### config.mk
export PLATFORM = sky130hd
export DESIGN_NAME = framed_command_slave_top
export DESIGN_NICKNAME = d
export VERILOG_FILES = /design/src/hdl/fcs_pkg.sv /design/src/hdl/framed_command_slave_top.sv /design/src/hdl/fcs_info_mem.sv /design/src/hdl/fcs_ctrl.sv /design/src/hdl/fcs_resp.sv
export SDC_FILE = /design/constraint.sdc
export NUM_CORES = 1
export LEC_CHECK = 0
export ABC_AREA = 1
export BUFFER_PORTS_ARGS = -buffer_cell sky130_fd_sc_hd__buf_2
export CORE_ASPECT_RATIO = 2
export CORE_MARGIN = 4
export CORE_UTILIZATION = 50
export DETAILED_ROUTE_END_ITERATION = 7
export PLACE_DENSITY = 0.68
export SETUP_SLACK_MARGIN = 0.02
export SYNTH_ARGS = -nofsm -noshare
export SYNTH_HDL_FRONTEND = slang
export SYNTH_SLANG_ARGS = --single-unit
### constraint.sdc
create_clock -name aclk -period 3.5 [get_ports aclk]
set_input_delay 0.525 -clock aclk [delete_from_list [all_inputs] [get_ports aclk]]
set_output_delay 0.525 -clock aclk [all_outputs]
set_load 0.01 [all_outputs]
### src/hdl/fcs_pkg.sv
// Shared types, codes and constants of the framed command slave.
`timescale 1ns / 1ps
`default_nettype none
package fcs_pkg;

    // Info store geometry and response length
    localparam int INFO_BYTES     = 16;
    localparam int INFO_AW        = 4;
    localparam int WRITABLE_BYTES = 12;
    localparam int RESPONSE_LEN   = 6;

    // Stream payload widths
    localparam int S_TDATA_W = 24;  // rx_byte, sensor_reading, zero pad
    localparam int M_TDATA_W = 40;  // data_byte .. sensor_select, zero pad

    // Link characters
    localparam logic [7:0] CH_BANG  = 8'h21;
    localparam logic [7:0] CH_M     = 8'h4D;
    localparam logic [7:0] CH_S     = 8'h53;
    localparam logic [7:0] END_MARK = 8'hFF;
    localparam logic [7:0] CMD_COMMIT = 8'hFF;
    localparam logic [15:0] ATTEN_MARK = 16'h8000;

    // Operation codes in command bits 7:6
    localparam logic [1:0] OP_ATTEN = 2'd0;
    localparam logic [1:0] OP_SENSOR = 2'd1;
    localparam logic [1:0] OP_INFO  = 2'd2;
    localparam logic [1:0] OP_POWER = 2'd3;

    // Highest sensor code that starts a conversion
    localparam logic [3:0] SENSOR_MAX = 4'd4;

    // Result kinds
    typedef enum logic [2:0] {
        KIND_TX     = 3'd0,
        KIND_ATTEN  = 3'd1,
        KIND_POWER  = 3'd2,
        KIND_COMMIT = 3'd3,
        KIND_SAMPLE = 3'd4
    } kind_t;

    // Response steps: step 0 is the operation result, 1..6 the ack bytes
    localparam logic [2:0] STEP_OP   = 3'd0;
    localparam logic [2:0] STEP_SYNC = 3'd1;
    localparam logic [2:0] STEP_S    = 3'd2;
    localparam logic [2:0] STEP_BANG = 3'd3;
    localparam logic [2:0] STEP_CMD  = 3'd4;
    localparam logic [2:0] STEP_ACK  = 3'd5;
    localparam logic [2:0] STEP_END  = 3'd6;

    // One response job handed from the controller to the response generator
    typedef struct packed {
        logic        op_vld;   // leading operation result present
        kind_t       op_kind;
        logic [2:0]  unit;
        logic [15:0] word;
        logic [7:0]  pwr;
        logic [2:0]  sel;
        logic        ack_vld;  // acknowledge bytes follow
        logic [7:0]  cmd;
        logic [7:0]  ack;
    } job_t;

    // Info store access, at most one per cycle
    typedef struct packed {
        logic               wr_en;
        logic               rd_en;
        logic [INFO_AW-1:0] addr;
        logic [7:0]         wr_data;
    } mem_req_t;

    // Power-up contents of the info store
    function automatic logic [7:0] info_default(input logic [INFO_AW-1:0] addr);
        logic [7:0] val;
        unique case (addr)
            4'd9:    val = 8'h82;
            4'd12:   val = 8'h02;
            4'd14:   val = 8'h12;
            4'd15:   val = 8'h34;
            default: val = 8'h00;
        endcase
        return val;
    endfunction

endpackage
`default_nettype wire

### src/hdl/framed_command_slave_top.sv
// Top level of the framed command slave: controller, info store, responder.
// Timing: a frame end byte passes the input register and the responder's job register
// before its result leaves; an info read also waits on the info store read port.
// Throughput: one input transaction per cycle while no results are due; a
// frame end or returned reading occupies the responder until its results have left,
// one result transaction per cycle while m_tready is high.
// Reset: synchronous, active low; the info store reads its default table.
`timescale 1ns / 1ps
`default_nettype none
module framed_command_slave_top (
    input  wire logic                            aclk,
    input  wire logic                            aresetn,
    input  wire logic                            s_tvalid,
    output logic                                 s_tready,
    // [7:0] rx_byte, [17:8] sensor_reading, [23:18] zero
    input  wire logic [fcs_pkg::S_TDATA_W-1:0]   s_tdata,
    // [0] command
    input  wire logic [0:0]                      s_tuser,
    output logic                                 m_tvalid,
    input  wire logic                            m_tready,
    // [7:0] data_byte, [10:8] unit_index, [26:11] attenuator_word,
    // [34:27] power_bits, [37:35] sensor_select, [39:38] zero
    output logic [fcs_pkg::M_TDATA_W-1:0]        m_tdata,
    // [2:0] kind
    output logic [2:0]                           m_tuser,
    output logic                                 m_tlast
);
    import fcs_pkg::*;

    logic     job_vld;
    logic     job_rdy;
    job_t     job;
    mem_req_t mem_req;
    logic [7:0] mem_rd_data;

    fcs_ctrl u_ctrl (
        .aclk        (aclk),
        .aresetn     (aresetn),
        .s_tvalid    (s_tvalid),
        .s_tready    (s_tready),
        .s_tdata     (s_tdata),
        .s_tuser     (s_tuser),
        .job_vld     (job_vld),
        .job         (job),
        .job_rdy     (job_rdy),
        .mem_req     (mem_req),
        .mem_rd_data (mem_rd_data)
    );

    fcs_info_mem u_info_mem (
        .aclk    (aclk),
        .aresetn (aresetn),
        .req     (mem_req),
        .rd_data (mem_rd_data)
    );

    fcs_resp u_resp (
        .aclk     (aclk),
        .aresetn  (aresetn),
        .job_vld  (job_vld),
        .job      (job),
        .job_rdy  (job_rdy),
        .m_tvalid (m_tvalid),
        .m_tready (m_tready),
        .m_tdata  (m_tdata),
        .m_tuser  (m_tuser),
        .m_tlast  (m_tlast)
    );

endmodule
`default_nettype wire

### src/hdl/fcs_info_mem.sv
// Info store: 16 x 8 synchronous memory with power-up defaults via valid bits.
`timescale 1ns / 1ps
`default_nettype none
module fcs_info_mem (
    input  wire logic              aclk,
    input  wire logic              aresetn,
    input  wire fcs_pkg::mem_req_t req,
    output logic [7:0]             rd_data
);
    import fcs_pkg::*;

    logic [7:0]            mem [INFO_BYTES];
    logic [INFO_BYTES-1:0] valid_reg;
    logic [7:0]            rd_mem_reg;
    logic                  rd_valid_reg;
    logic [7:0]            rd_dflt_reg;

    // Mark written entries; unwritten ones read as the default table
    always_ff @(posedge aclk) begin
        if (!aresetn) begin
            valid_reg <= '0;
        end else if (req.wr_en) begin
            valid_reg[req.addr] <= 1'b1;
        end
    end

    // Write port
    always_ff @(posedge aclk) begin
        if (req.wr_en) begin
            mem[req.addr] <= req.wr_data;
        end
    end

    // Registered read port
    always_ff @(posedge aclk) begin
        if (req.rd_en) begin
            rd_mem_reg   <= mem[req.addr];
            rd_valid_reg <= valid_reg[req.addr];
            rd_dflt_reg  <= info_default(req.addr);
        end
    end

    assign rd_data = rd_valid_reg ? rd_mem_reg : rd_dflt_reg;

    // The controller never reads and writes in the same cycle
    assert property (@(posedge aclk) disable iff (!aresetn)
        req.wr_en |-> !req.rd_en)
        else $error("info store read and write collide");

endmodule
`default_nettype wire

### src/hdl/fcs_ctrl.sv
// Frame parser and command executor: input register, frame state, job issue.
`timescale 1ns / 1ps
`default_nettype none
module fcs_ctrl (
    input  wire logic                            aclk,
    input  wire logic                            aresetn,
    input  wire logic                            s_tvalid,
    output logic                                 s_tready,
    input  wire logic [fcs_pkg::S_TDATA_W-1:0]   s_tdata,
    input  wire logic [0:0]                      s_tuser,
    output logic                                 job_vld,
    output fcs_pkg::job_t                        job,
    input  wire logic                            job_rdy,
    output fcs_pkg::mem_req_t                    mem_req,
    input  wire logic [7:0]                      mem_rd_data
);
    import fcs_pkg::*;

    typedef enum logic [3:0] {
        PH_HUNT = 4'b0001,
        PH_CMD  = 4'b0010,
        PH_ARG  = 4'b0100,
        PH_END  = 4'b1000
    } phase_t;

    // Input register
    logic       in_vld_reg, in_vld_next;
    logic       in_flag_reg;
    logic [7:0] in_byte_reg;
    logic [9:0] in_rd_reg;

    // Frame and block state
    phase_t     phase_reg, phase_next;
    logic [1:0] pre_cnt_reg, pre_cnt_next;
    logic [7:0] cmd_reg, cmd_next;
    logic [7:0] arg_reg, arg_next;
    logic [9:0] reading_reg, reading_next;
    logic [7:0] power_reg, power_next;
    logic       await_reg, await_next;
    logic       pend_rd_reg, pend_rd_next;

    // Decode of the held item
    logic       needs_job;
    logic       needs_rd;
    logic       wr_dec;
    job_t       dec_job;
    logic       consume;
    logic       frame_end;
    logic [1:0] op;
    logic [3:0] sub;
    logic [2:0] unit;
    logic [7:0] unit_mask;
    logic [7:0] power_upd;
    logic [7:0] pre_char;
    logic [1:0] pre_cnt_upd;

    assign op        = cmd_reg[7:6];
    assign sub       = cmd_reg[3:0];
    assign unit      = cmd_reg[2:0];
    assign unit_mask = 8'b1 << unit;
    assign power_upd = (arg_reg != 8'h00) ? (power_reg | unit_mask)
                                          : (power_reg & ~unit_mask);
    assign frame_end = !in_flag_reg && !await_reg && (phase_reg == PH_END)
                       && (in_byte_reg == END_MARK);

    // Decode the held item into a response job and a memory access
    always_comb begin
        needs_job = 1'b0;
        needs_rd  = 1'b0;
        wr_dec    = 1'b0;
        dec_job   = '0;
        dec_job.op_kind = KIND_TX;
        dec_job.cmd     = cmd_reg;
        if (in_flag_reg) begin
            if (await_reg) begin
                needs_job       = 1'b1;
                dec_job.ack_vld = 1'b1;
                dec_job.ack     = in_rd_reg[9:2];
            end
        end else if (frame_end) begin
            needs_job = 1'b1;
            if (cmd_reg == CMD_COMMIT) begin
                dec_job.op_vld  = 1'b1;
                dec_job.op_kind = KIND_COMMIT;
                dec_job.ack_vld = 1'b1;
            end else begin
                unique case (op)
                    OP_ATTEN: begin
                        dec_job.op_vld  = 1'b1;
                        dec_job.op_kind = KIND_ATTEN;
                        dec_job.unit    = unit;
                        dec_job.word    = ATTEN_MARK | {8'h00, arg_reg};
                        dec_job.ack_vld = 1'b1;
                    end
                    OP_SENSOR: begin
                        if (sub > SENSOR_MAX) begin
                            dec_job.ack_vld = 1'b1;
                            dec_job.ack     = {6'b0, reading_reg[1:0]};
                        end else begin
                            dec_job.op_vld  = 1'b1;
                            dec_job.op_kind = KIND_SAMPLE;
                            dec_job.sel     = sub[2:0];
                        end
                    end
                    OP_INFO: begin
                        dec_job.ack_vld = 1'b1;
                        if (cmd_reg[4] && ({1'b0, sub} < 5'(WRITABLE_BYTES))) begin
                            wr_dec      = 1'b1;
                            dec_job.ack = arg_reg;
                        end else begin
                            needs_rd = 1'b1;
                        end
                    end
                    OP_POWER: begin
                        dec_job.op_vld  = 1'b1;
                        dec_job.op_kind = KIND_POWER;
                        dec_job.pwr     = power_upd;
                        dec_job.ack_vld = 1'b1;
                    end
                    default: ;
                endcase
            end
        end
    end

    // Take the held item when no read is pending and the job can be placed
    assign consume  = in_vld_reg && !pend_rd_reg && (!needs_job || job_rdy);
    assign s_tready = !in_vld_reg || consume;

    // Issue the job; a pending info read supplies its ack in the cycle after the read
    always_comb begin
        job_vld = pend_rd_reg || (consume && needs_job && !needs_rd);
        job     = dec_job;
        if (pend_rd_reg) begin
            job         = '0;
            job.op_kind = KIND_TX;
            job.ack_vld = 1'b1;
            job.cmd     = cmd_reg;
            job.ack     = mem_rd_data;
        end
    end

    // Drive the info store
    always_comb begin
        mem_req         = '0;
        mem_req.wr_en   = consume && wr_dec;
        mem_req.rd_en   = consume && needs_rd;
        mem_req.addr    = sub;
        mem_req.wr_data = arg_reg;
    end

    // Preamble character expected at the current match count
    always_comb begin
        unique case (pre_cnt_reg)
            2'd1:    pre_char = CH_M;
            default: pre_char = CH_BANG;
        endcase
        if (in_byte_reg == pre_char) begin
            pre_cnt_upd = pre_cnt_reg + 2'd1;
        end else if (pre_cnt_reg != 2'd0) begin
            pre_cnt_upd = (in_byte_reg == CH_BANG) ? 2'd1 : 2'd0;
        end else begin
            pre_cnt_upd = 2'd0;
        end
    end

    // Advance frame and block state on each consumed item
    always_comb begin
        phase_next   = phase_reg;
        pre_cnt_next = pre_cnt_reg;
        cmd_next     = cmd_reg;
        arg_next     = arg_reg;
        reading_next = reading_reg;
        power_next   = power_reg;
        await_next   = await_reg;
        pend_rd_next = consume && needs_rd;
        if (consume) begin
            if (in_flag_reg) begin
                if (await_reg) begin
                    await_next   = 1'b0;
                    reading_next = in_rd_reg;
                end
            end else if (!await_reg) begin
                unique case (phase_reg)
                    PH_HUNT: begin
                        if (pre_cnt_upd == 2'd3) begin
                            pre_cnt_next = 2'd0;
                            phase_next   = PH_CMD;
                        end else begin
                            pre_cnt_next = pre_cnt_upd;
                        end
                    end
                    PH_CMD: begin
                        cmd_next   = in_byte_reg;
                        phase_next = PH_ARG;
                    end
                    PH_ARG: begin
                        arg_next   = in_byte_reg;
                        phase_next = PH_END;
                    end
                    PH_END: begin
                        phase_next   = PH_HUNT;
                        pre_cnt_next = 2'd0;
                        if (frame_end && cmd_reg != CMD_COMMIT) begin
                            if (op == OP_SENSOR && sub <= SENSOR_MAX) begin
                                await_next = 1'b1;
                            end
                            if (op == OP_POWER) begin
                                power_next = power_upd;
                            end
                        end
                    end
                    default: begin
                        phase_next   = PH_HUNT;
                        pre_cnt_next = 2'd0;
                    end
                endcase
            end
        end
    end

    // Load the input register
    assign in_vld_next = s_tready ? s_tvalid : in_vld_reg;

    always_ff @(posedge aclk) begin
        if (s_tready && s_tvalid) begin
            in_flag_reg <= s_tuser[0];
            in_byte_reg <= s_tdata[7:0];
            in_rd_reg   <= s_tdata[17:8];
        end
    end

    always_ff @(posedge aclk) begin
        if (!aresetn) begin
            in_vld_reg  <= 1'b0;
            phase_reg   <= PH_HUNT;
            pre_cnt_reg <= 2'd0;
            cmd_reg     <= 8'h00;
            arg_reg     <= 8'h00;
            reading_reg <= 10'd0;
            power_reg   <= 8'h00;
            await_reg   <= 1'b0;
            pend_rd_reg <= 1'b0;
        end else begin
            in_vld_reg  <= in_vld_next;
            phase_reg   <= phase_next;
            pre_cnt_reg <= pre_cnt_next;
            cmd_reg     <= cmd_next;
            arg_reg     <= arg_next;
            reading_reg <= reading_next;
            power_reg   <= power_next;
            await_reg   <= await_next;
            pend_rd_reg <= pend_rd_next;
        end
    end

    // A pending info read blocks the next item
    assert property (@(posedge aclk) disable iff (!aresetn)
        pend_rd_reg |-> !consume)
        else $error("item consumed during pending info read");

    // A pending read follows a consumed info read and yields a job
    assert property (@(posedge aclk) disable iff (!aresetn)
        pend_rd_reg |-> ($past(mem_req.rd_en) && job_vld))
        else $error("pending read without issued read or job");

endmodule
`default_nettype wire

### src/hdl/fcs_resp.sv
// Response generator: holds one job and streams its results out.
`timescale 1ns / 1ps
`default_nettype none
module fcs_resp (
    input  wire logic                            aclk,
    input  wire logic                            aresetn,
    input  wire logic                            job_vld,
    input  wire fcs_pkg::job_t                   job,
    output logic                                 job_rdy,
    output logic                                 m_tvalid,
    input  wire logic                            m_tready,
    output logic [fcs_pkg::M_TDATA_W-1:0]        m_tdata,
    output logic [2:0]                           m_tuser,
    output logic                                 m_tlast
);
    import fcs_pkg::*;

    logic       busy_reg, busy_next;
    logic [2:0] step_reg, step_next;
    job_t       job_reg;
    logic       xfer;
    logic       at_last;
    logic       op_step;
    logic [7:0] tx_byte;

    assign op_step = (step_reg == STEP_OP);
    assign at_last = job_reg.ack_vld ? (step_reg == STEP_END) : 1'b1;
    assign xfer    = busy_reg && m_tready;
    assign job_rdy = !busy_reg || (xfer && at_last);

    // Pick the acknowledge byte for the current step
    always_comb begin
        unique case (step_reg)
            STEP_SYNC: tx_byte = CH_BANG;
            STEP_S:    tx_byte = CH_S;
            STEP_BANG: tx_byte = CH_BANG;
            STEP_CMD:  tx_byte = job_reg.cmd;
            STEP_ACK:  tx_byte = job_reg.ack;
            STEP_END:  tx_byte = END_MARK;
            default:   tx_byte = 8'h00;
        endcase
    end

    // Advance through the job, load the next one when done
    always_comb begin
        busy_next = busy_reg;
        step_next = step_reg;
        if (xfer) begin
            if (at_last) begin
                busy_next = 1'b0;
            end else begin
                step_next = step_reg + 3'd1;
            end
        end
        if (job_vld) begin
            busy_next = 1'b1;
            step_next = job.op_vld ? STEP_OP : STEP_SYNC;
        end
    end

    always_ff @(posedge aclk) begin
        if (job_vld) begin
            job_reg <= job;
        end
    end

    always_ff @(posedge aclk) begin
        if (!aresetn) begin
            busy_reg <= 1'b0;
            step_reg <= STEP_OP;
        end else begin
            busy_reg <= busy_next;
            step_reg <= step_next;
        end
    end

    // Present the current result
    assign m_tvalid = busy_reg;
    assign m_tlast  = at_last;
    assign m_tuser  = op_step ? job_reg.op_kind : KIND_TX;
    assign m_tdata  = op_step
        ? {2'b00, job_reg.sel, job_reg.pwr, job_reg.word, job_reg.unit, 8'h00}
        : {32'h0, tx_byte};

    // Jobs arrive only when the generator can take them
    assert property (@(posedge aclk) disable iff (!aresetn)
        job_vld |-> job_rdy)
        else $error("job issued while response generator busy");

    // Step stays inside the response
    assert property (@(posedge aclk) disable iff (!aresetn)
        busy_reg |-> (step_reg <= STEP_END))
        else $error("response step out of range");

endmodule
`default_nettype wire

==> flow_summary.ini, run 1 <==
[outcome]
status = finished clean

[route]
final_antenna_net_count = 0
maxUsedRoutingLayer = met4
wl_met2_um = 14500
dr.pass1.iters = 7
drc = 0
drt_iter0_markers = 597
dr_wl_met3_um = 1030
vias_per_cell = 5.27
wl_per_cell_um = 18.0
drt_wl_total_um = 25100
drt-met1-wl_um = 8100
vias = 7368

[synthesis]
netlist_instances = 1001
synth_area_leaders = edfxtp_1 (56%), dfxtp_1 (10%), nand2_1 (5.8%)
synth_simple_gate_area_frac = 0.159
ys_seq_area_frac = 0.662
postSynthAreaPerCell_um2 = 10.9
synth_top_area_frac = 0.561
synth_top_area_cell = edfxtp_1
synth_seq_cells = 258
yosysUniqueCellTypes = 41
synth-compound-area-share = 0.0988
synth_fa_ha_area_frac = 0.0150
yosysWarningCount = 0
synth_top_family_by_area = simple AND/OR/NAND/NOR gates
synth_area_um2 = 10900
synth_xor_area_frac = 0.000806
synthMuxAreaShare = 0

[job]
drv_cap = 0

[timing]
min_period_over_period = 0.815
skew_ns = 0.0103
postLayoutSetupSlackWorst_ns = 0.648
slew_viol_final = 0
setup_viol = 0
min_period_ns = 2.85
hold_viol = 0
fin_tns_setup_ns = 0
worst_slew_pin_slew_ns = 0.807
whs_ns = 0.183
max_freq_mhz = 351
slew_headroom = 0.460
rsz0062_at_grt = no

[worst_setup_path]
r2r-start = u_resp.step_reg[0]$_SDFFE_PN0P_
start_kind = register
criticalPathCategory = reg -> out
cp_slowest_cell = dfxtp_1
cpPeakStageDelay_ns = 0.46
crit_fanout = 9
crit_start = u_resp.step_reg[0]$_SDFFE_PN0P_
crit_arrival_ns = 2.33
worstPathRequired_ns = 2.97
critPathBufInv = 2
crit_chain = inv_1 -> ha_1 -> nand2_2 -> nand2_1 -> a21boi_1 -> nand2_2 -> nand2_4 -> nand2_1 -> buf_2
worst_setup_path_end_kind = primary output
path_delay_family = simple AND/OR/NAND/NOR gates

[die]
io-pin-count = 75
fp.dieH_um = 216
start_util = 0.506
die_area_um2 = 24300
core_area_um2 = 21500
die-width_um = 112
rows = 76

[finish]
final_common_cell = edfxtp_1
largest_reg_flops = 128
area_delta_synth_final_pct = 13.8
drive_gt1_frac = 0.155
multi_input_area_um2 = 3130
diodes = 0
fillers = 1805
final_cell_mix = edfxtp_1 (203), nand2_1 (168), nor2_1 (137), inv_1 (115), a22oi_1 (69)
finalNetCount = 1151
ff_latch_area_um2 = 7200

[placed_design]
hpwl_um = 18200
port_buffers = 59
gp_congestion = 0.955
pre_cts_slack_ns = 0.772

[global_route]
grt_pass1_vias = 7340
grt-ovfl-total = 0
antenna_found_initial = 0
grt_pass1_wl_um = 38900
grt_max_degree = 41
grtUsageTotal = 0.207

[cts]
clock-sinks = 258
post-cts-setup-buffers = 0
tritoncts = built
clk_pin_slew_ns = 0.07
clockBufferDepth = 3
post_cts_resize_count = 0
insertion_delay_ns = 0.51
cts_buffers = 22
htree_levels = 1
clockRootBuffer = clkbuf_16
hold_buffers = 0

[power]
p_int_uw = 4750
pwr-share-comb = 0.014
clockPowerShare = 0.423
sw_frac_of_total = 0.194
vdd_drop_max_uv = 374
pwr-share-seq = 0.563
cellPowerDensity_nw_per_um2 = 476
p_leak_uw = 0.00465
p_switching_uw = 1140

[worst_hold_path]
worst_hold_path_type = in -> reg
min-delay-start = s_tdata[4]
metrics by stage:
step | total power (uW) | util | cell area (um^2) | std cells
5_1_grt | 6070 | 0.576 | 12400 | 1398
4_1_cts | 5930 | 0.576 | 12400 | 1398
3_3_place_gp | 3460 | 0.541 | 11600 | 1358
3_5_place_dp | 3460 | 0.541 | 11600 | 1358
2_1_floorplan | 3430 | - | 11000 | 1041
6_report | 5890 | 0.576 | 12400 | 1398
path summary, 6_finish.rpt:
| kind | end | slack [ns] | cells after the start |
|---|---|---|---|
| hold reg to reg | u_info_mem.valid_reg[13]$_SDFFE_PN0P_ | 0.43 | 2 |
| hold / removal | u_ctrl.in_byte_reg[4]$_DFFE_PP_ | 0.18 | 1 |
| setup / recovery | s_tready | 0.65 | 9 |
| setup reg to reg | u_info_mem.mem[6][0]$_DFFE_PP_ | 0.74 | 12 |
synth_stat cells (all sizes together):
library cell / n
clkinv: 2
xor2: 1
nor3: 9
nand3: 24
o21ai: 51
ha: 13
conb: 1
nor2: 160
nand4: 15
edfxtp: 203
or2: 5
a21oi: 29
clkbuf: 16
buf: 22
o311ai: 1
o22ai: 9
a21boi: 1
inv: 128
a41oi: 1
dfxtp: 55
nor3b: 2
a31oi: 1
nand2: 177
a22oi: 69
a221o: 6
power groups by stage:
stage | registers, uW | clock network [uW] | logic (uW)
CTS | 3310 | 2530 | 82.4
floorplan | 3380 | 0 | 58.4
global placement | 3380 | 0 | 80.0
finish | 3310 | 2490 | 82.5
global route | 3310 | 2670 | 93.4
detailed placement | 3380 | 0 | 81.9
kinds of logic (layout without fill, tap and decap cells):
kind of cell    Yosys count  after routing
flops                   258            258
simple gates            392            392
fa+ha+maj                13             13
other cells               1             41
xor+xnor                  1              1
buf+inv                 168            252
compound gates          168            168
layout make-up:
type,count,share of cell area
repair buffers,82,0.0378
flip-flops and latches,258,0.582
inverters,130,0.0399
clock buffers,24,0.0468
clock inverters,16,0.0126
well taps,273,0.0276
multi-input cells,615,0.253
layer usage:
metal,up-vias,track usage
met5,-,0
met4,0,0.120
met3,75,0.0274
met2,216,0.410
met1,3503,0.196
li1,3574,-
worst register-to-register path: cells and delay by family, from the launching register on:
kind                       cells  cell delay (ns)
and+or+nand+nor                7             1.31
AOI/OAI and AO/OA              1             0.09
DFF                            1             0.38
buffers and inverters          3             0.34
adders and majority gates      1             0.26
Note: power is estimated with default switching activity, not from simulation.
==> run 2: changes to the inputs <==
--- a/config.mk
+++ b/config.mk
@@ -5,13 +5,13 @@
 export SDC_FILE = /design/constraint.sdc
 export NUM_CORES = 1
 export LEC_CHECK = 0
-export ABC_AREA = 1
+export ABC_AREA = 0
 export BUFFER_PORTS_ARGS = -buffer_cell sky130_fd_sc_hd__buf_2
 export CORE_ASPECT_RATIO = 2
 export CORE_MARGIN = 4
 export CORE_UTILIZATION = 50
 export DETAILED_ROUTE_END_ITERATION = 7
-export PLACE_DENSITY = 0.68
+export PLACE_DENSITY = 0.71
 export SETUP_SLACK_MARGIN = 0.02
 export SYNTH_ARGS = -nofsm -noshare
 export SYNTH_HDL_FRONTEND = slang
==> constraint.sdc (replaced) <==
create_clock -name aclk -period 2.4 [get_ports aclk]
set_input_delay 0.36 -clock aclk [delete_from_list [all_inputs] [get_ports aclk]]
set_output_delay 0.36 -clock aclk [all_outputs]
set_load 0.01 [all_outputs]
==> run 2 against run 1 <==
Compared with the run above: the flow now finishes with violations (negative setup slack); sequential cell count is the same; final cell count down 17%; register-to-register slack lost 0.73 ns; critical endpoint unchanged; largest cell class unchanged; largest power group unchanged.
==> flow_summary.ini, run 2 <==
[timing]
rsz0062_at_grt = yes
setup_viol = 1
worst_slew_pin_slew_ns = 0.740
slew_headroom = 0.506
slew_viol_final = 0
min_period_ns = 2.63
min_period_over_period = 1.09
max_freq_mhz = 381
skew_ns = 0.0128
hold_viol = 0
postLayoutSetupSlackWorst_ns = -0.228

[placed_design]
port_buffers = 59
hpwl_um = 17500
gp_congestion = 0.871
place_area_um2 = 12000

[finish]
diodes = 0
area_delta_synth_final_pct = 20.6
final_common_cell = edfxtp_1
fillers = 1571
final_util = 0.613
finalNetCount = 922
largest_reg_flops = 128
stdcell_area_um2 = 12900
drive_gt1_frac = 0.293
final_cell_mix = edfxtp_1 (203), buf_4 (82), nor2_1 (59), buf_2 (58), dfxtp_1 (52)

[synthesis]
synth_top_area_cell = edfxtp_1
ys_seq_area_frac = 0.674
yosysWarningCount = 0
async_flop_share = 0
netlist_instances = 714
synth-main-ff-cell = edfxtp_1
synth_area_um2 = 10700
synth_area_leaders = edfxtp_1 (57%), dfxtp_1 (10%), mux4_2 (9.5%)
synth_seq_cells = 258
yosysUniqueCellTypes = 60
postSynthAreaPerCell_um2 = 15.0
synth_top_area_frac = 0.571
yosysMostFrequentCell = edfxtp_1
ys_top_cells_by_count = edfxtp_1 (203), nor2_1 (60), dfxtp_1 (55)
synth_edf_count = 203

[worst_setup_path]
worstPathRequired_ns = 2.04
crit_chain = or4_4 -> or4_4 -> a21oi_4 -> buf_6 -> o21ai_4 -> buf_6
criticalPathCategory = reg -> out
worst_setup_path_end_kind = primary output
start_kind = register
crit_arrival_ns = 2.27
crit_fanout = 2
cpPeakStageDelay_ns = 0.52
cp_slowest_cell = or4_4

[cts]
hold_buffers = 0
clockBufferDepth = 3
htree_levels = 1
insertion_delay_ns = 0.51
clk_pin_slew_ns = 0.07
cts_buffers = 21
clock-sinks = 258
clockRootBuffer = clkbuf_16
tritoncts = built

[power]
pwr-share-seq = 0.570
vdd_drop_max_uv = 470
p_leak_uw = 0.00458
clockPowerShare = 0.414
p_switching_uw = 1570
p_total_uw = 8460
sw_frac_of_total = 0.185
pwr-share-comb = 0.016
p_int_uw = 6890
cellPowerDensity_nw_per_um2 = 656

[die]
die_area_um2 = 23900
io-pin-count = 75
rows = 75
start_util = 0.508
fp.dieH_um = 215
die-width_um = 111
core_area_um2 = 21000

[route]
drc = 0
wl_per_cell_um = 21.3
vias_per_cell = 5.66
final_antenna_net_count = 0
dr.pass1.iters = 5
drt_iter0_markers = 462
drt_wl_total_um = 24800
vias = 6581

[outcome]
failed_checks = negative setup slack
status = finished, violations left

[global_route]
grt_max_degree = 46
antenna_found_initial = 0
grt_pass1_wl_um = 38300
grt_pass1_vias = 6931
grt-ovfl-total = 0
grtUsageTotal = 0.209

[job]
drv_cap = 0

[worst_hold_path]
worst_hold_path_type = in -> reg
==> run 2: cell types whose count changed after synthesis, moves of 18 or more <==
cell,before,now
o21ai_0,38,20
mux4_2,0,45
a22oi_1,69,3
and2_1,0,47
nand2_1,169,25
mux2i_1,0,22
inv_1,115,13
nor2_1,139,60
==> run 2: final timing paths <==
check                                         from                                     to  cells after the start  slack, ns
max               u_ctrl.phase_reg[1]$_SDFFE_PN0P_                               s_tready                      6      -0.23
min                                    s_tdata[10]          u_ctrl.in_rd_reg[2]$_DFFE_PP_                      1       0.04
max reg2reg        u_resp.step_reg[0]$_SDFFE_PN0P_         u_info_mem.mem[5][2]$_DFFE_PP_                     10       0.01
min reg2reg  u_info_mem.valid_reg[15]$_SDFFE_PN0P_  u_info_mem.valid_reg[15]$_SDFFE_PN0P_                      1       0.46
==> run 2: layout make-up <==
| class | instances | area (um^2) | area share |
|---|---|---|---|
| inverter | 15 | 62.6 | 0.00486 |
| clock buffer | 29 | 586 | 0.0455 |
| sequential | 258 | 7200 | 0.559 |
| multi-input combinational | 434 | 3510 | 0.272 |
| tap | 269 | 337 | 0.0261 |
| clock inverter | 8 | 118 | 0.00913 |
| timing repair buffer | 150 | 1070 | 0.0831 |
==> run 2: what timing repair did <==
| action | CTS | global route |
|---|---|---|
| setup buffers | 2 | 4 |
| setup endpoints to repair | 44 | 149 |
| cloned | 1 | 2 |
| pin swaps | 2 | 2 |
| hold endpoints to repair | 0 | 0 |
| gates resized for setup | 14 | 12 |
==> run 2: cell families after synthesis <==
logic type      Yosys count  synth area share
compound gates          102            0.0627
xor+xnor                  3           0.00246
fa+ha+maj                13            0.0152
buf+inv                  62            0.0256
flops                   258             0.674
mux                      67             0.115
other cells               1          0.000351
simple gates            208             0.105
==> run 2: power by group through the flow <==
stage | sequential [uW] | combinational [uW] | clock, uW
final | 4820 | 136 | 3500
after global routing | 4820 | 147 | 3740
after CTS | 4820 | 126 | 3580
after detailed placement | 4920 | 126 | 0
after global placement | 4920 | 123 | 0
after floorplan | 4920 | 71.9 | 0
==> run 2: critical path: cells and delay by family (launching register included) <==
family,cells,cell delay (ns)
AO/OA/AOI/OAI,2,0.20
buffers and inverters,2,0.25
AND/OR/NAND/NOR,2,0.98
flip-flops,1,0.33
==> run 2: through the flow <==
| step | TNS, ns | setup slack, ns | hold WS [ns] | cells |
|---|---|---|---|---|
| after detailed placement | -1.14 | -0.0883 | 0.447 | 1117 |
| final | -0.228 | -0.228 | 0.0376 | 1163 |
| after floorplan | -14.68 | -0.165 | 0.403 | 754 |
| after global routing | -4.28 | -0.297 | 0.0225 | 1163 |
| after global placement | -0.140 | -0.0117 | 0.438 | 1117 |
| after CTS | -0.236 | -0.236 | 0.0194 | 1157 |
==> run 2: metal layers <==
layer	vias to the layer above	wire length [um]	share of wire	global-route usage
met4	0	1490	0.060	0.119
li1	3010	-	-	-
met3	90	1080	0.044	0.0253
met1	3270	8040	0.32	0.214
met2	211	14200	0.57	0.402
met5	-	0	0	0
==> run 3: changes to the inputs <==
--- a/config.mk
+++ b/config.mk
@@ -5,7 +5,7 @@
 export SDC_FILE = /design/constraint.sdc
 export NUM_CORES = 1
 export LEC_CHECK = 0
-export ABC_AREA = 0
+export ABC_AREA = 1
 export BUFFER_PORTS_ARGS = -buffer_cell sky130_fd_sc_hd__buf_2
 export CORE_ASPECT_RATIO = 2
 export CORE_MARGIN = 4
==> run 3 against run 2 <==
Compared with the run above: the run still ends with negative setup slack left; clock-buffer cell count shrank 3; die area increased by 1.6%; fmax rose by 8.7%; global-route usage grew 1.1 points; final cell count rose by 25%; first-iteration DRC count rose by 0.43%; clock skew down 0.0018 ns; hold slack worse by 0.017 ns; critical path depth rose by 3; via count is 16% higher; cell area is 0.12% lower; critical path type unchanged; critical endpoint unchanged; largest cell class unchanged.
==> flow_summary.ini, run 3 (synthesis gave the netlist of run 1 again) <==
[job]
drv_cap = 0

[timing]
slew_headroom = 0.363
min_period_ns = 2.42
rsz0062_at_grt = yes
max_freq_mhz = 414
worst_slew_pin_slew_ns = 0.952
hold_viol = 0
skew_ns = 0.0109
postLayoutSetupSlackWorst_ns = -0.0178
slew_viol_final = 0
min_period_over_period = 1.01
setup_viol = 1

[die]
die_area_um2 = 24300
rows = 76
io-pin-count = 75
core_area_um2 = 21500
start_util = 0.506
fp.dieH_um = 216
die-width_um = 112

[finish]
largest_reg_flops = 128
area_delta_synth_final_pct = 18.4
fillers = 1767
final_cell_mix = edfxtp_1 (203), nand2_1 (168), nor2_1 (126), inv_1 (113), buf_4 (76)
final_cell_count_no_fill = 1453
ff_latch_area_um2 = 7200
diodes = 0
drive_gt1_frac = 0.210
final_common_cell = edfxtp_1
finalNetCount = 1207
stdcell_area_um2 = 12900
multi_input_area_um2 = 3230

[worst_setup_path]
worst_setup_path_end_kind = primary output
criticalPathCategory = reg -> out
ff2ff_setup_slack_ns = 0.05
worstPathRequired_ns = 2.04
cpPeakStageDelay_ns = 0.44
cp_slowest_cell = edfxtp_1
crit_fanout = 8
start_kind = register
r2r_end = u_resp.job_reg[16]$_SDFFCE_PP1P_
r2r-start = u_ctrl.cmd_reg[2]$_SDFFE_PN0P_
crit_chain = nor2_4 -> buf_4 -> nand3_2 -> o21ai_4 -> nand2_2 -> nand2_4 -> buf_6 -> nand2_1 -> buf_2
crit_arrival_ns = 2.06
reg2reg_depth = 5

[worst_hold_path]
min_path_cells = 1
min-delay-start = s_tdata[13]
holdPathEnd = u_ctrl.in_rd_reg[5]$_DFFE_PP_
worst_hold_path_type = in -> reg

[route]
drc = 0
drt_iter0_markers = 464
dr.pass1.iters = 8
wl_per_cell_um = 18.4
vias = 7644
final_antenna_net_count = 0
drt_wl_total_um = 26800
vias_per_cell = 5.26

[placed_design]
place_area_um2 = 12100
gp_congestion = 1.00
hpwl_um = 19800
dpl.cell_count = 1414
port_buffers = 59

[cts]
tritoncts = built
insertion_delay_ns = 0.52
cts_buffers = 21
clockRootBuffer = clkbuf_16
clk_pin_slew_ns = 0.07
clock-sinks = 258
clockBufferDepth = 3
htree_levels = 1

[outcome]
failed_checks = negative setup slack
status = finished, violations left

[power]
pwr-share-comb = 0.018
clockPowerShare = 0.406
cellPowerDensity_nw_per_um2 = 651
p_switching_uw = 1650
pwr-share-seq = 0.576
sw_frac_of_total = 0.196
p_leak_uw = 0.00488
p_int_uw = 6740
vdd_drop_max_uv = 428

[global_route]
grt_pass1_vias = 7764
grt-ovfl-total = 0
grtUsageTotal = 0.221
antenna_found_initial = 0
grt_pass1_wl_um = 41200
grt_max_degree = 37
## run 3: layout make-up
type                            instances  area share
Inverter                              130      0.0383
Clock buffer                           26      0.0431
Multi-Input combinational cell        615       0.251
Sequential cell                       258       0.559
Clock inverter                         12     0.00953
Timing Repair Buffer                  139      0.0721
Tap cell                              273      0.0265
## run 3: worst max-delay path by stage
stage | start | end | cells past startpoint
2_1_floorplan | u_resp.step_reg[0]$_SDFFE_PN0P_ | u_info_mem.mem[11][0]$_DFFE_PP_ | 10
3_3_place_gp | u_ctrl.phase_reg[3]$_SDFFE_PN0P_ | u_info_mem.mem[2][6]$_DFFE_PP_ | 11
3_5_place_dp | u_ctrl.phase_reg[3]$_SDFFE_PN0P_ | u_info_mem.mem[11][5]$_DFFE_PP_ | 8
4_1_cts | u_ctrl.in_flag_reg$_DFFE_PP_ | s_tready | 9
5_1_grt | u_ctrl.in_byte_reg[1]$_DFFE_PP_ | s_tready | 9
6_report | u_ctrl.in_flag_reg$_DFFE_PP_ | s_tready | 9
## run 3: metrics by stage
| stage | total power (uW) | TNS [ns] | util | hold WS [ns] | setup WS [ns] |
|---|---|---|---|---|---|
| 2_1_floorplan | 5010 | 0 | - | 0.407 | 0.0535 |
| 5_1_grt | 8660 | -1.87 | 0.599 | 0.00440 | -0.110 |
| 3_5_place_dp | 5080 | -2.90 | 0.562 | 0.418 | -0.129 |
| 4_1_cts | 8440 | -0.0392 | 0.595 | 0.00499 | -0.0392 |
| 3_3_place_gp | 5070 | -1.24 | 0.562 | 0.414 | -0.0415 |
| 6_report | 8380 | -0.0178 | 0.599 | 0.0203 | -0.0178 |
## run 3: power by group through the flow
stage               Sequential, uW  Clock (uW)  Combinational (uW)
global route                  4830        3660                 168
CTS                           4830        3460                 152
global placement              4920           0                 149
floorplan                     4920           0                85.9
finish                        4830        3400                 153
detailed placement            4930           0                 150
## run 3: repair_timing
item	in CTS	in global routing
cloned	0	0
buffers inserted	0	1
gates resized for setup	14	16
pin swaps	1	2
endpoints found under the setup margin	97	107
hold buffers	0	0
hold endpoints to repair	0	0
## run 3: critical path: cells and delay by family (launching register included)
kind / cells / cell delay (ns)
flip-flops: 1 / 0.44
AND/OR/NAND/NOR: 5 / 0.49
buffers and inverters: 3 / 0.42
AO/OA/AOI/OAI: 1 / 0.20
## run 3: metal layers
layer,track usage,up-vias,share of wire
li1,-,3697,-
met1,0.202,3623,0.31
met2,0.432,233,0.57
met3,0.0215,91,0.035
met4,0.166,0,0.085
met5,0,-,0
